<file path="src/epf_pkg.sv">
// Shared types and constants for the escaped packet framer.
// Holds register indexes, register reset values and the output sequencer states.
`timescale 1ns / 1ps
`default_nettype none

package epf_pkg;

  localparam int FLAG_W  = 7;
  localparam int BYTE_W  = 8;
  localparam int LEN_W   = 15;
  localparam int SUM_W   = 16;
  localparam int CIDX_W  = 3;

  localparam logic [CIDX_W-1:0] REG_START_FLAG  = 3'd0;
  localparam logic [CIDX_W-1:0] REG_END_FLAG    = 3'd1;
  localparam logic [CIDX_W-1:0] REG_ESCAPE_FLAG = 3'd2;
  localparam logic [CIDX_W-1:0] REG_START_SUBST = 3'd3;
  localparam logic [CIDX_W-1:0] REG_END_SUBST   = 3'd4;
  localparam logic [CIDX_W-1:0] REG_ESC_SUBST   = 3'd5;

  localparam logic [FLAG_W-1:0] RST_START_FLAG  = 7'd1;
  localparam logic [FLAG_W-1:0] RST_END_FLAG    = 7'd2;
  localparam logic [FLAG_W-1:0] RST_ESCAPE_FLAG = 7'd3;
  localparam logic [BYTE_W-1:0] RST_START_SUBST = 8'd1;
  localparam logic [BYTE_W-1:0] RST_END_SUBST   = 8'd2;
  localparam logic [BYTE_W-1:0] RST_ESC_SUBST   = 8'd3;

  localparam logic REQ_START   = 1'b0;
  localparam logic REQ_PAYLOAD = 1'b1;

  localparam logic [SUM_W-1:0] LEN_OVERHEAD = 16'd3;

  typedef enum logic [8:0] {
    SEG_IDLE   = 9'b000000001,
    SEG_START  = 9'b000000010,
    SEG_LEN_LO = 9'b000000100,
    SEG_LEN_HI = 9'b000001000,
    SEG_CMD    = 9'b000010000,
    SEG_DATA   = 9'b000100000,
    SEG_SUM_LO = 9'b001000000,
    SEG_SUM_HI = 9'b010000000,
    SEG_END    = 9'b100000000
  } seg_t;

endpackage

`default_nettype wire

</file>
<file path="src/escaped_packet_framer.sv">
// Top level of the escaped packet framer: frame state, checksum and byte sequencer.
// Depends on epf_pkg for register indexes, reset values and sequencer states.
//
//   channel | ports                                               | handshake
//   --------+-----------------------------------------------------+-----------
//   in      | in_req_type in_command in_payload_length in_data_byte | valid/ready
//   out     | out_byte out_run_last out_frame_end                   | valid/ready
//   cfg     | cfg_we cfg_index cfg_wdata                            | write enable
//
// One output beat per cycle while out_ready holds; an item yields 1 to 11 bytes,
// the sequencer stepping one output byte per accepted beat. A payload beat while idle
// yields nothing. The next item is taken in the cycle its
// predecessor's last byte is taken, so the output stream has no gaps.
// Reset is synchronous, active low; it restores register defaults and idles the framer.
// A stall on out holds the current byte; in_ready falls until the burst drains.
`timescale 1ns / 1ps
`default_nettype none

module escaped_packet_framer
  import epf_pkg::*;
(
  input  wire logic              clk,
  input  wire logic              rst_n,
  input  wire logic              in_valid,
  output logic                   in_ready,
  input  wire logic              in_req_type,
  input  wire logic [BYTE_W-1:0] in_command,
  input  wire logic [LEN_W-1:0]  in_payload_length,
  input  wire logic [BYTE_W-1:0] in_data_byte,
  output logic                   out_valid,
  input  wire logic              out_ready,
  output logic [BYTE_W-1:0]      out_byte,
  output logic                   out_run_last,
  output logic                   out_frame_end,
  input  wire logic              cfg_we,
  input  wire logic [CIDX_W-1:0] cfg_index,
  input  wire logic [BYTE_W-1:0] cfg_wdata
);

  logic [FLAG_W-1:0] start_flag_r, end_flag_r, escape_flag_r;
  logic [BYTE_W-1:0] start_subst_r, end_subst_r, esc_subst_r;

  logic [LEN_W-1:0]  bytes_left_r, bytes_left_nxt;
  logic [SUM_W-1:0]  sum_r, sum_nxt;
  logic              in_frame_r, in_frame_nxt;

  seg_t              seg_r, seg_nxt, seg_follow;
  logic              sub_r, sub_nxt;
  logic [SUM_W-1:0]  job_len_r, job_len_nxt;
  logic [BYTE_W-1:0] job_cmd_r, job_cmd_nxt;
  logic [BYTE_W-1:0] job_data_r, job_data_nxt;
  logic              job_tail_r, job_tail_nxt;

  logic              in_acc, out_acc, emits;
  logic [SUM_W-1:0]  len_word, cmd_ext;
  logic [LEN_W-1:0]  left_dec;
  logic [BYTE_W-1:0] cur_val, subst;
  logic              escapable, hit_start, hit_end, hit_esc, esc, seg_done;

  // Configuration registers
  always_ff @(posedge clk) begin
    if (!rst_n) begin
      start_flag_r  <= RST_START_FLAG;
      end_flag_r    <= RST_END_FLAG;
      escape_flag_r <= RST_ESCAPE_FLAG;
      start_subst_r <= RST_START_SUBST;
      end_subst_r   <= RST_END_SUBST;
      esc_subst_r   <= RST_ESC_SUBST;
    end else if (cfg_we) begin
      unique case (cfg_index)
        REG_START_FLAG:  start_flag_r  <= cfg_wdata[FLAG_W-1:0];
        REG_END_FLAG:    end_flag_r    <= cfg_wdata[FLAG_W-1:0];
        REG_ESCAPE_FLAG: escape_flag_r <= cfg_wdata[FLAG_W-1:0];
        REG_START_SUBST: start_subst_r <= cfg_wdata;
        REG_END_SUBST:   end_subst_r   <= cfg_wdata;
        REG_ESC_SUBST:   esc_subst_r   <= cfg_wdata;
        default: ;
      endcase
    end
  end

  // Byte currently presented and its escaping
  always_comb begin
    unique case (seg_r)
      SEG_LEN_LO: cur_val = job_len_r[7:0];
      SEG_LEN_HI: cur_val = job_len_r[15:8];
      SEG_DATA:   cur_val = job_data_r;
      SEG_SUM_LO: cur_val = sum_r[7:0];
      SEG_SUM_HI: cur_val = sum_r[15:8];
      default:    cur_val = '0;
    endcase
  end

  assign escapable = (seg_r == SEG_LEN_LO) || (seg_r == SEG_LEN_HI) || (seg_r == SEG_DATA) ||
                     (seg_r == SEG_SUM_LO) || (seg_r == SEG_SUM_HI);
  assign hit_start = (cur_val == {1'b0, start_flag_r});
  assign hit_end   = (cur_val == {1'b0, end_flag_r});
  assign hit_esc   = (cur_val == {1'b0, escape_flag_r});
  assign esc       = escapable && (hit_start || hit_end || hit_esc);

  always_comb begin
    priority if (hit_start) subst = start_subst_r;
    else if (hit_end)       subst = end_subst_r;
    else                    subst = esc_subst_r;
  end

  always_comb begin
    unique case (seg_r)
      SEG_START: out_byte = {1'b0, start_flag_r};
      SEG_END:   out_byte = {1'b0, end_flag_r};
      SEG_CMD:   out_byte = job_cmd_r;
      default:   out_byte = esc ? (sub_r ? subst : {1'b0, escape_flag_r}) : cur_val;
    endcase
  end

  always_comb begin
    unique case (seg_r)
      SEG_START:  seg_follow = SEG_LEN_LO;
      SEG_LEN_LO: seg_follow = SEG_LEN_HI;
      SEG_LEN_HI: seg_follow = SEG_CMD;
      SEG_CMD:    seg_follow = job_tail_r ? SEG_SUM_LO : SEG_IDLE;
      SEG_DATA:   seg_follow = job_tail_r ? SEG_SUM_LO : SEG_IDLE;
      SEG_SUM_LO: seg_follow = SEG_SUM_HI;
      SEG_SUM_HI: seg_follow = SEG_END;
      default:    seg_follow = SEG_IDLE;
    endcase
  end

  assign seg_done      = !esc || sub_r;
  assign out_valid     = (seg_r != SEG_IDLE);
  assign out_run_last  = seg_done && (seg_follow == SEG_IDLE);
  assign out_frame_end = (seg_r == SEG_END);
  assign out_acc       = out_valid && out_ready;

  assign in_ready = !out_valid || (out_ready && out_run_last);
  assign in_acc   = in_valid && in_ready;

  // Frame state update on an accepted beat
  assign len_word = {1'b0, in_payload_length} + LEN_OVERHEAD;
  assign cmd_ext  = {{(SUM_W-BYTE_W){in_command[BYTE_W-1]}}, in_command};
  assign left_dec = bytes_left_r - LEN_W'(1);

  always_comb begin
    bytes_left_nxt = bytes_left_r;
    sum_nxt        = sum_r;
    in_frame_nxt   = in_frame_r;
    job_len_nxt    = job_len_r;
    job_cmd_nxt    = job_cmd_r;
    job_data_nxt   = job_data_r;
    job_tail_nxt   = job_tail_r;
    emits          = 1'b0;
    if (in_acc) begin
      if (in_req_type == REQ_START) begin
        emits          = 1'b1;
        sum_nxt        = len_word + cmd_ext;
        bytes_left_nxt = in_payload_length;
        in_frame_nxt   = (in_payload_length != '0);
        job_len_nxt    = len_word;
        job_cmd_nxt    = in_command;
        job_tail_nxt   = (in_payload_length == '0);
      end else if (in_frame_r) begin
        emits          = 1'b1;
        sum_nxt        = sum_r + {{(SUM_W-BYTE_W){1'b0}}, in_data_byte};
        bytes_left_nxt = left_dec;
        in_frame_nxt   = (left_dec != '0);
        job_data_nxt   = in_data_byte;
        job_tail_nxt   = (left_dec == '0);
      end
    end
  end

  // Sequencer: load on a new burst, else advance one byte per beat
  always_comb begin
    seg_nxt = seg_r;
    sub_nxt = sub_r;
    if (emits) begin
      seg_nxt = (in_req_type == REQ_START) ? SEG_START : SEG_DATA;
      sub_nxt = 1'b0;
    end else if (out_acc) begin
      if (seg_done) begin
        seg_nxt = seg_follow;
        sub_nxt = 1'b0;
      end else begin
        sub_nxt = 1'b1;
      end
    end
  end

  always_ff @(posedge clk) begin
    if (!rst_n) begin
      seg_r        <= SEG_IDLE;
      sub_r        <= 1'b0;
      in_frame_r   <= 1'b0;
      bytes_left_r <= '0;
      sum_r        <= '0;
    end else begin
      seg_r        <= seg_nxt;
      sub_r        <= sub_nxt;
      in_frame_r   <= in_frame_nxt;
      bytes_left_r <= bytes_left_nxt;
      sum_r        <= sum_nxt;
    end
  end

  always_ff @(posedge clk) begin
    job_len_r  <= job_len_nxt;
    job_cmd_r  <= job_cmd_nxt;
    job_data_r <= job_data_nxt;
    job_tail_r <= job_tail_nxt;
  end

endmodule

`default_nettype wire

</file>
<file path="config.mk">
export PLATFORM = sky130hd
export DESIGN_NAME = escaped_packet_framer
export DESIGN_NICKNAME = d
export VERILOG_FILES = /design/src/epf_pkg.sv /design/src/escaped_packet_framer.sv
export SDC_FILE = /design/constraint.sdc
export NUM_CORES = 1
export LEC_CHECK = 0
export BUFFER_PORTS_ARGS = -buffer_cell sky130_fd_sc_hd__buf_4
export CORE_MARGIN = 5
export CORE_UTILIZATION = 51
export CTS_CLUSTER_SIZE = 30
export DETAILED_ROUTE_END_ITERATION = 10
export HOLD_SLACK_MARGIN = 0.15
export PLACE_DENSITY = 0.7
export SYNTH_ARGS = -nofsm -noshare
export SYNTH_HDL_FRONTEND = slang
export SYNTH_SLANG_ARGS = --single-unit
</file>
<file path="constraint.sdc">
create_clock -name clk -period 6.8 [get_ports clk]
set_input_delay 1.02 -clock clk [delete_from_list [all_inputs] [get_ports clk]]
set_output_delay 1.02 -clock clk [all_outputs]
set_load 0.01 [all_outputs]
</file>
# Word level (Yosys, flattened, before mapping)
# Index checks and enable logic that the tools add are counted.
[totals]
regBits = 120
inputBits = 48
word_cells = 98
[op_classes]
add_sub_neg = 4
n_eq_ne = 19
muxes = 24
bitwise_logic = 2
reduce_logical = 34
[ops]
columns = ["operator", "count"]
rows = [
  ["$pmux W9 S6", 1],
  ["$pmux W8 S5", 1],
  ["$mux W16", 2],
  ["$mux W8", 4],
  ["$logic_not A15 Y1", 2],
  ["$mux W15", 2],
  ["$reduce_bool A15 Y1", 2],
  ["$mux W9", 3],
  ["$eq A8 B7 Y1", 3],
  ["$pmux W8 S3", 1],
  ["$reduce_and A2 Y1", 9],
  ["$add A15 B2 Y16 const B", 1],
  ["$add A16 B16 Y16", 1],
  ["$add A16 B8 Y16", 1],
  ["$sub A15 B1 Y15 const B", 1],
  ["$eq A9 B1 Y1 const B", 1],
  ["$eq A9 B2 Y1 const B", 1],
  ["$eq A9 B3 Y1 const B", 1],
  ["$eq A9 B4 Y1 const B", 1],
  ["$eq A9 B5 Y1 const B", 1],
  ["$eq A9 B6 Y1 const B", 1],
  ["$eq A9 B7 Y1 const B", 1],
  ["$eq A9 B8 Y1 const B", 1],
  ["$eq A9 B9 Y1 const B", 1],
  ["16 further kinds", 40],
]

# Depth between registers and ports, before layout
[depth]
depth_word = 15
mapped_depth = 15
depth_no_buf = 15

# Worst setup path before layout
# Ideal clock, no wire load.
[synth_path]
path_kind = "register to register"
start = "register seg_r[0]"
end = "register bytes_left_r[3]"
setup_ns = 0.074
t_arrival_ns = 4.222
t_required_ns = 6.726
slack_ns = 2.504
path_stages_with_launch = 13
n_path_buf = 2
synth_period_minus_slack_ns = 4.296
cell_sequence = "dfxtp_1 or3_1 buf_2 nor3_1 a32o_1 xor2_1 nor2_1 nand4_2 a311oi_4 buf_6 nor4_2 a32oi_1 o21ai_0"
[synth_between]
elab_chain_cells = 13
word_cells_on_any_way = 30
classes_between = "12 x eq/ne; 2 x mux; 16 x reduce/logical"
[synth_lines]
columns = ["element", "line_no", "source"]
rows = [
  ["from (decl)", "escaped_packet_framer.sv:47", "seg_t seg_r, seg_nxt, seg_follow;"],
  ["from (signal assigned)", "escaped_packet_framer.sv:197", "seg_r <= seg_nxt;"],
  ["$eq A9 B8 Y1, or another cell as far along", "escaped_packet_framer.sv:84, escaped_packet_framer.sv:95, escaped_packet_framer.sv:117", ""],
  ["$pmux W8 S5 or $logic_or A1 B1 Y1 (tied branches)", "escaped_packet_framer.sv:84, escaped_packet_framer.sv:94", ""],
  ["$eq A8 B7 Y1, or another cell as far along", "escaped_packet_framer.sv:96", "assign hit_start = (cur_val == {1'b0, start_flag_r});"],
  ["$logic_or A1 B1 Y1, on equally long branches", "escaped_packet_framer.sv:99, escaped_packet_framer.sv:94", ""],
  ["$logic_or A1 B1 Y1, on equally long branches", "escaped_packet_framer.sv:99, escaped_packet_framer.sv:95", ""],
  ["$logic_and A1 B1 Y1", "escaped_packet_framer.sv:99", "assign esc = escapable && (hit_start || hit_end || hit_esc);"],
  ["$logic_not A1 Y1", "escaped_packet_framer.sv:129", "assign seg_done = !esc || sub_r;"],
  ["$logic_or A1 B1 Y1", "escaped_packet_framer.sv:129", ""],
  ["$logic_and A1 B1 Y1", "escaped_packet_framer.sv:131", "assign out_run_last = seg_done && (seg_follow == SEG_IDLE);"],
  ["$logic_and A1 B1 Y1", "escaped_packet_framer.sv:135", "assign in_ready = !out_valid || (out_ready && out_run_last);"],
  ["$logic_or A1 B1 Y1 *", "escaped_packet_framer.sv:135", ""],
  ["$logic_and A1 B1 Y1 *", "escaped_packet_framer.sv:136", "assign in_acc = in_valid && in_ready;"],
  ["$reduce_and A2 Y1 (no source line) *", "-", ""],
  ["to (signal assigned)", "escaped_packet_framer.sv:200", "bytes_left_r <= bytes_left_nxt;"],
  ["to (decl)", "escaped_packet_framer.sv:43", "logic [LEN_W-1:0] bytes_left_r, bytes_left_nxt;"],
]
# Every way passes the cells marked *; elsewhere a longest branch is shown, timed or not.
# A chain may end at the register's enable or synchronous reset.

# Worst setup path in the final report
[layout_path]
start = "register seg_r[2]"
end = "output port out_byte[2]"
[layout_between]
elab_chain_cells = 8
word_cells_on_any_way = 24
classes_between = "11 x eq/ne; 6 x mux; 7 x reduce/logical"
[layout_lines]
columns = ["element", "line_no", "source"]
rows = [
  ["$eq A9 B8 Y1, or another cell as far along", "escaped_packet_framer.sv:84, escaped_packet_framer.sv:95", ""],
  ["$pmux W8 S5 or $logic_or A1 B1 Y1 (tied branches)", "escaped_packet_framer.sv:84, escaped_packet_framer.sv:94", ""],
  ["$eq A8 B7 Y1, or another cell as far along", "escaped_packet_framer.sv:97", "assign hit_end = (cur_val == {1'b0, end_flag_r});"],
  ["$mux W8, or another cell as far along", "escaped_packet_framer.sv:103", "else if (hit_end) subst = end_subst_r;"],
  ["$mux W8, or another cell as far along", "escaped_packet_framer.sv:102", "priority if (hit_start) subst = start_subst_r;"],
  ["$mux W8 or $logic_and A1 B1 Y1 (tied branches)", "escaped_packet_framer.sv:112, escaped_packet_framer.sv:99", ""],
  ["$mux W8", "escaped_packet_framer.sv:112", "default: out_byte = esc ? (sub_r ? subst : {1'b0, escape_flag_r}) : cur_val;"],
  ["$pmux W8 S3 *", "escaped_packet_framer.sv:108", "unique case (seg_r)"],
  ["to (decl)", "escaped_packet_framer.sv:32", "output logic [BYTE_W-1:0] out_byte,"],
]
# Marks and branches as above.

==> results by group <==
Pwr
  – Clock power frac: 0.432
  – Psw: approximately 0.57 mW
  – Power density cells: between 200 and 250 nW/um^2
  – Fraction of power spent switching nets: 0.284
  – Leakage Power: between 3 and 4 nW
  – Maximum VDD drop: 158 uV
  – Internal power: ~1.4 mW
  – Overall power: around 2 mW
  – Logic pwr share: 0.167
  – Sequential Power Share: 0.401

Route
  – Vias: 7,045
  – DRC errors left: 0
  – Drt total wl: 22,800 um
  – ANT nets after route: 0
  – Drt wl/cell: 20.0 um
  – Drt pass-1 iters: 5
  – Routed vias/inst: 6.19
  – Initial DRC count: 740

Logic synthesis
  – Cell Area, Synth: 7580 um^2
  – Synthesized net count: 980
  – Seq/Total Area, Yosys: 0.361
  – Post-synth cell types: 82
  – Synth Area in XOR/XNOR: 0.0624
  – Most frequent cell after synthesis: nand2_1
  – Post-synth EDFFs: 33
  – Post-synthesis compound-gate area fraction: 0.196
  – Post-synthesis average cell area: between 8 and 9 um^2
  – Synth warn: 0
  – FF+latch count, synth: 120
  – Ranking of synthesized cells by area: dfxtp_1 (23%), edfxtp_1 (13%), nand2_1 (7.8%), a21oi_1 (4.8%), ha_1 (4.3%)
  – Syn Inst Count: 904
  – Synth Area in Adders: 0.0482
  – Yosys top cell by area: dfxtp_1
  – Primary FF master, synth: dfxtp_1
  – Share of the synthesized area in the top cell type: 0.230
  – Main combinational cell family by area after synthesis: simple AND/OR/NAND/NOR gates
  – Post-synthesis mux area share: 0.0266
  – Top post-synthesis cells by count: nand2_1 (158), dfxtp_1 (87), a21oi_1 (72)
  – Simple-Gate Fraction of Synth Area: 0.266
  – FFs w/ async S/R, synth: 0

Floorplanning
  – Initial Util: 0.521
  – # IOs: 60
  – Die X: 132 um
  – Die footprint: 17,400 um^2
  – Core region area: 14,500 um^2
  – Die Height: around 130 um
  – FP Rows: 44

Cells and area
  – Nets@finish: 1,017
  – Fin cells: 1,138
  – Area growth, synth to finish: 14.4%
  – Share of cells above drive strength 1: 0.126
  – Antenna Cells: 0
  – Fin util: 0.596
  – Finished Cell Area: approximately 8700 um^2
  – Fill cells: 1,320

Timing
  – Min cycle time layout: approximately 5.6 ns
  – Final setup fails: 0
  – Fin crit share: 0.820
  – Skew final: 0.00417 ns
  – Unrepaired setup endpoints after global routing: no
  – Slew margin rel.: 0.317
  – Final Hold Viols: 0
  – Max Freq: approximately 180 MHz
  – Worst Max-Slew Pin Slew: 1.02 ns
  – Slew Viols, Final: 0
  – Setup_tns: 0 ns

Placed design
  – Placed insts: between 1,000 and 1,500
  – Placed cell areas: 8100 um^2
  – DP HPWL: 16,700 um
  – PortBufs: 59
  – GPL Wtd Cong: 0.947

Worst setup path
  – RR Startpoint: seg_r[2]
  – Critical Path Start Type: flop
  – Worst path required time: 5.78 ns
  – Setup crit end: out_byte[2]
  – R2r setup slk: 1.87 ns
  – Critical path capture point type: primary output
  – FF-to-FF path depth: 12
  – R2r endpoint: bytes_left_r[0]
  – WP data arrival: roughly 4.6 ns
  – Crit path launch: seg_r[2]
  – Crit Path Category: flop to primary output
  – Worst-path fanout max: 24

Clock tree
  – CTS tree: done
  – Setup Fix Bufs, Post-CTS: 0
  – # H-tree levels: 4
  – Post_cts resized: 0
  – # clock sinks: 120
  – Clk_lat worst skew: 0.42 ns
  – CTS clk-pin slew, worst paths: 0.06 ns
  – Root Buffer: clkbuf_16
  – Num CTS Buffers: 17
  – Bufs on Longest Clock Path: 2
  – Hold Buf Count CTS: 0

Hold path
  – HP Class: flop to flop

GRT
  – Met1 Use GR: 0.364
  – Met2 capacity usage during global routing: 0.399
  – Most Used Layer, Global Route: met2
  – Antenna violations before repair: 0
  – Number of global-route vias before repair: 6,455
  – M3 GR Usage: 0.0611
  – Total congestion overflow: 0
  – GRT Total Usage: 0.258
  – Largest net degree at the start of global routing: 59
  – Global-route wire length before repair: 35,800 um

Run
  – Max-cap viol count: 0

Outcome
  – Outcome: completed
## cell usage in the layout, fill, tap and decap left out, types with 5 or more instances in the layout
cell type,synthesis,layout
mux2i_1,19,19
nand2b_1,7,7
nor4_1,12,12
buf_4,0,65
nand4_1,10,10
nand4b_1,6,6
o21ai_0,26,26
inv_1,26,25
nor4bb_1,6,6
dfxtp_1,87,87
o21bai_1,5,5
xor2_1,26,26
or3_1,6,6
edfxtp_1,33,33
nand2_1,158,158
a21o_1,7,7
nor2_1,54,54
clkinv_2,0,6
or2_2,5,5
nor2b_1,11,11
a22oi_1,5,5
nor3_1,24,24
a211o_1,5,5
clkbuf_16,0,18
nand3_1,39,39
xnor2_1,28,28
a21oi_1,72,72
and3_1,16,16
a211oi_1,24,24
a222oi_1,8,8
nand3b_1,16,16
ha_1,26,26
## worst min path at each step
stage / end / slack [ns] / startpoint / cells after the start
3_5_place_dp: esc_subst_r[3] / 0.45 / esc_subst_r[3] / 2
2_1_floorplan: end_subst_r[2] / 0.43 / end_subst_r[2] / 2
5_1_grt: end_subst_r[0] / 0.48 / end_subst_r[0] / 2
6_report: esc_subst_r[5] / 0.46 / esc_subst_r[5] / 2
4_1_cts: esc_subst_r[3] / 0.46 / esc_subst_r[3] / 2
3_3_place_gp: esc_subst_r[5] / 0.44 / esc_subst_r[5] / 2
## sequential cells by signal, indices dropped and copies added (netlist names)
register	cells
bytes_left_r	15
start_flag_r	7
escape_flag_r	7
job_len_r	16
in_frame_r	1
esc_subst_r	8
end_flag_r	7
start_subst_r	8
sub_r	1
seg_r	9
job_cmd_r	8
job_tail_r	1
sum_r	16
job_data_r	8
end_subst_r	8
## cells by family after synthesis
logic type               Yosys count
buffers and inverters             74
multiplexers                      20
XOR/XNOR                          54
flip-flops                       120
adder cells (fa/ha/maj)           28
AO/OA/AOI/OAI                    213
AND/OR/NAND/NOR                  395
## power groups by stage
stage | Combinational (mW) | Sequential (mW) | Clock (mW)
6_report | 0.333 | 0.801 | 0.864
4_1_cts | 0.332 | 0.800 | 0.871
5_1_grt | 0.371 | 0.804 | 0.903
3_3_place_gp | 0.327 | 0.814 | 0
3_5_place_dp | 0.330 | 0.815 | 0
2_1_floorplan | 0.235 | 0.799 | 0
## layer usage
metal	routed length [um]	share of wire	vias up
met4	377	0.017	0
met5	0	0	-
li1	-	-	3382
met2	10400	0.46	273
met3	1690	0.074	35
met1	10300	0.45	3355
## per-stage QoR
| step | hold slack (ns) | setup slack (ns) |
|---|---|---|
| 2_1_floorplan | 0.433 | 2.50 |
| 3_3_place_gp | 0.444 | 1.82 |
| 3_5_place_dp | 0.452 | 1.77 |
| 4_1_cts | 0.460 | 1.30 |
| 5_1_grt | 0.479 | 0.921 |
| 6_report | 0.459 | 1.22 |
## cell type report
class                      count  area [um^2]  area share
clock buffer                  20          468      0.0540
inverter                      27          101      0.0117
multi-input combinational    710         4540       0.524
timing repair buffer          65          488      0.0563
tap                          184          230      0.0266
clock inverter                12          100      0.0116
sequential                   120         2730       0.315
## critical path: stages (launching register included)
cell	delay, ns
dfxtp_1	0.82
nor3_1	0.20
and3_1	0.28
a222oi_1	0.78
nor2_1	0.11
a2111oi_2	0.39
and4_1	0.57
mux2_2	0.40
mux2i_1	0.14
a2bb2oi_1	0.17
nand3_1	0.10
buf_4	0.17
Power figures use the tool's default switching activity.
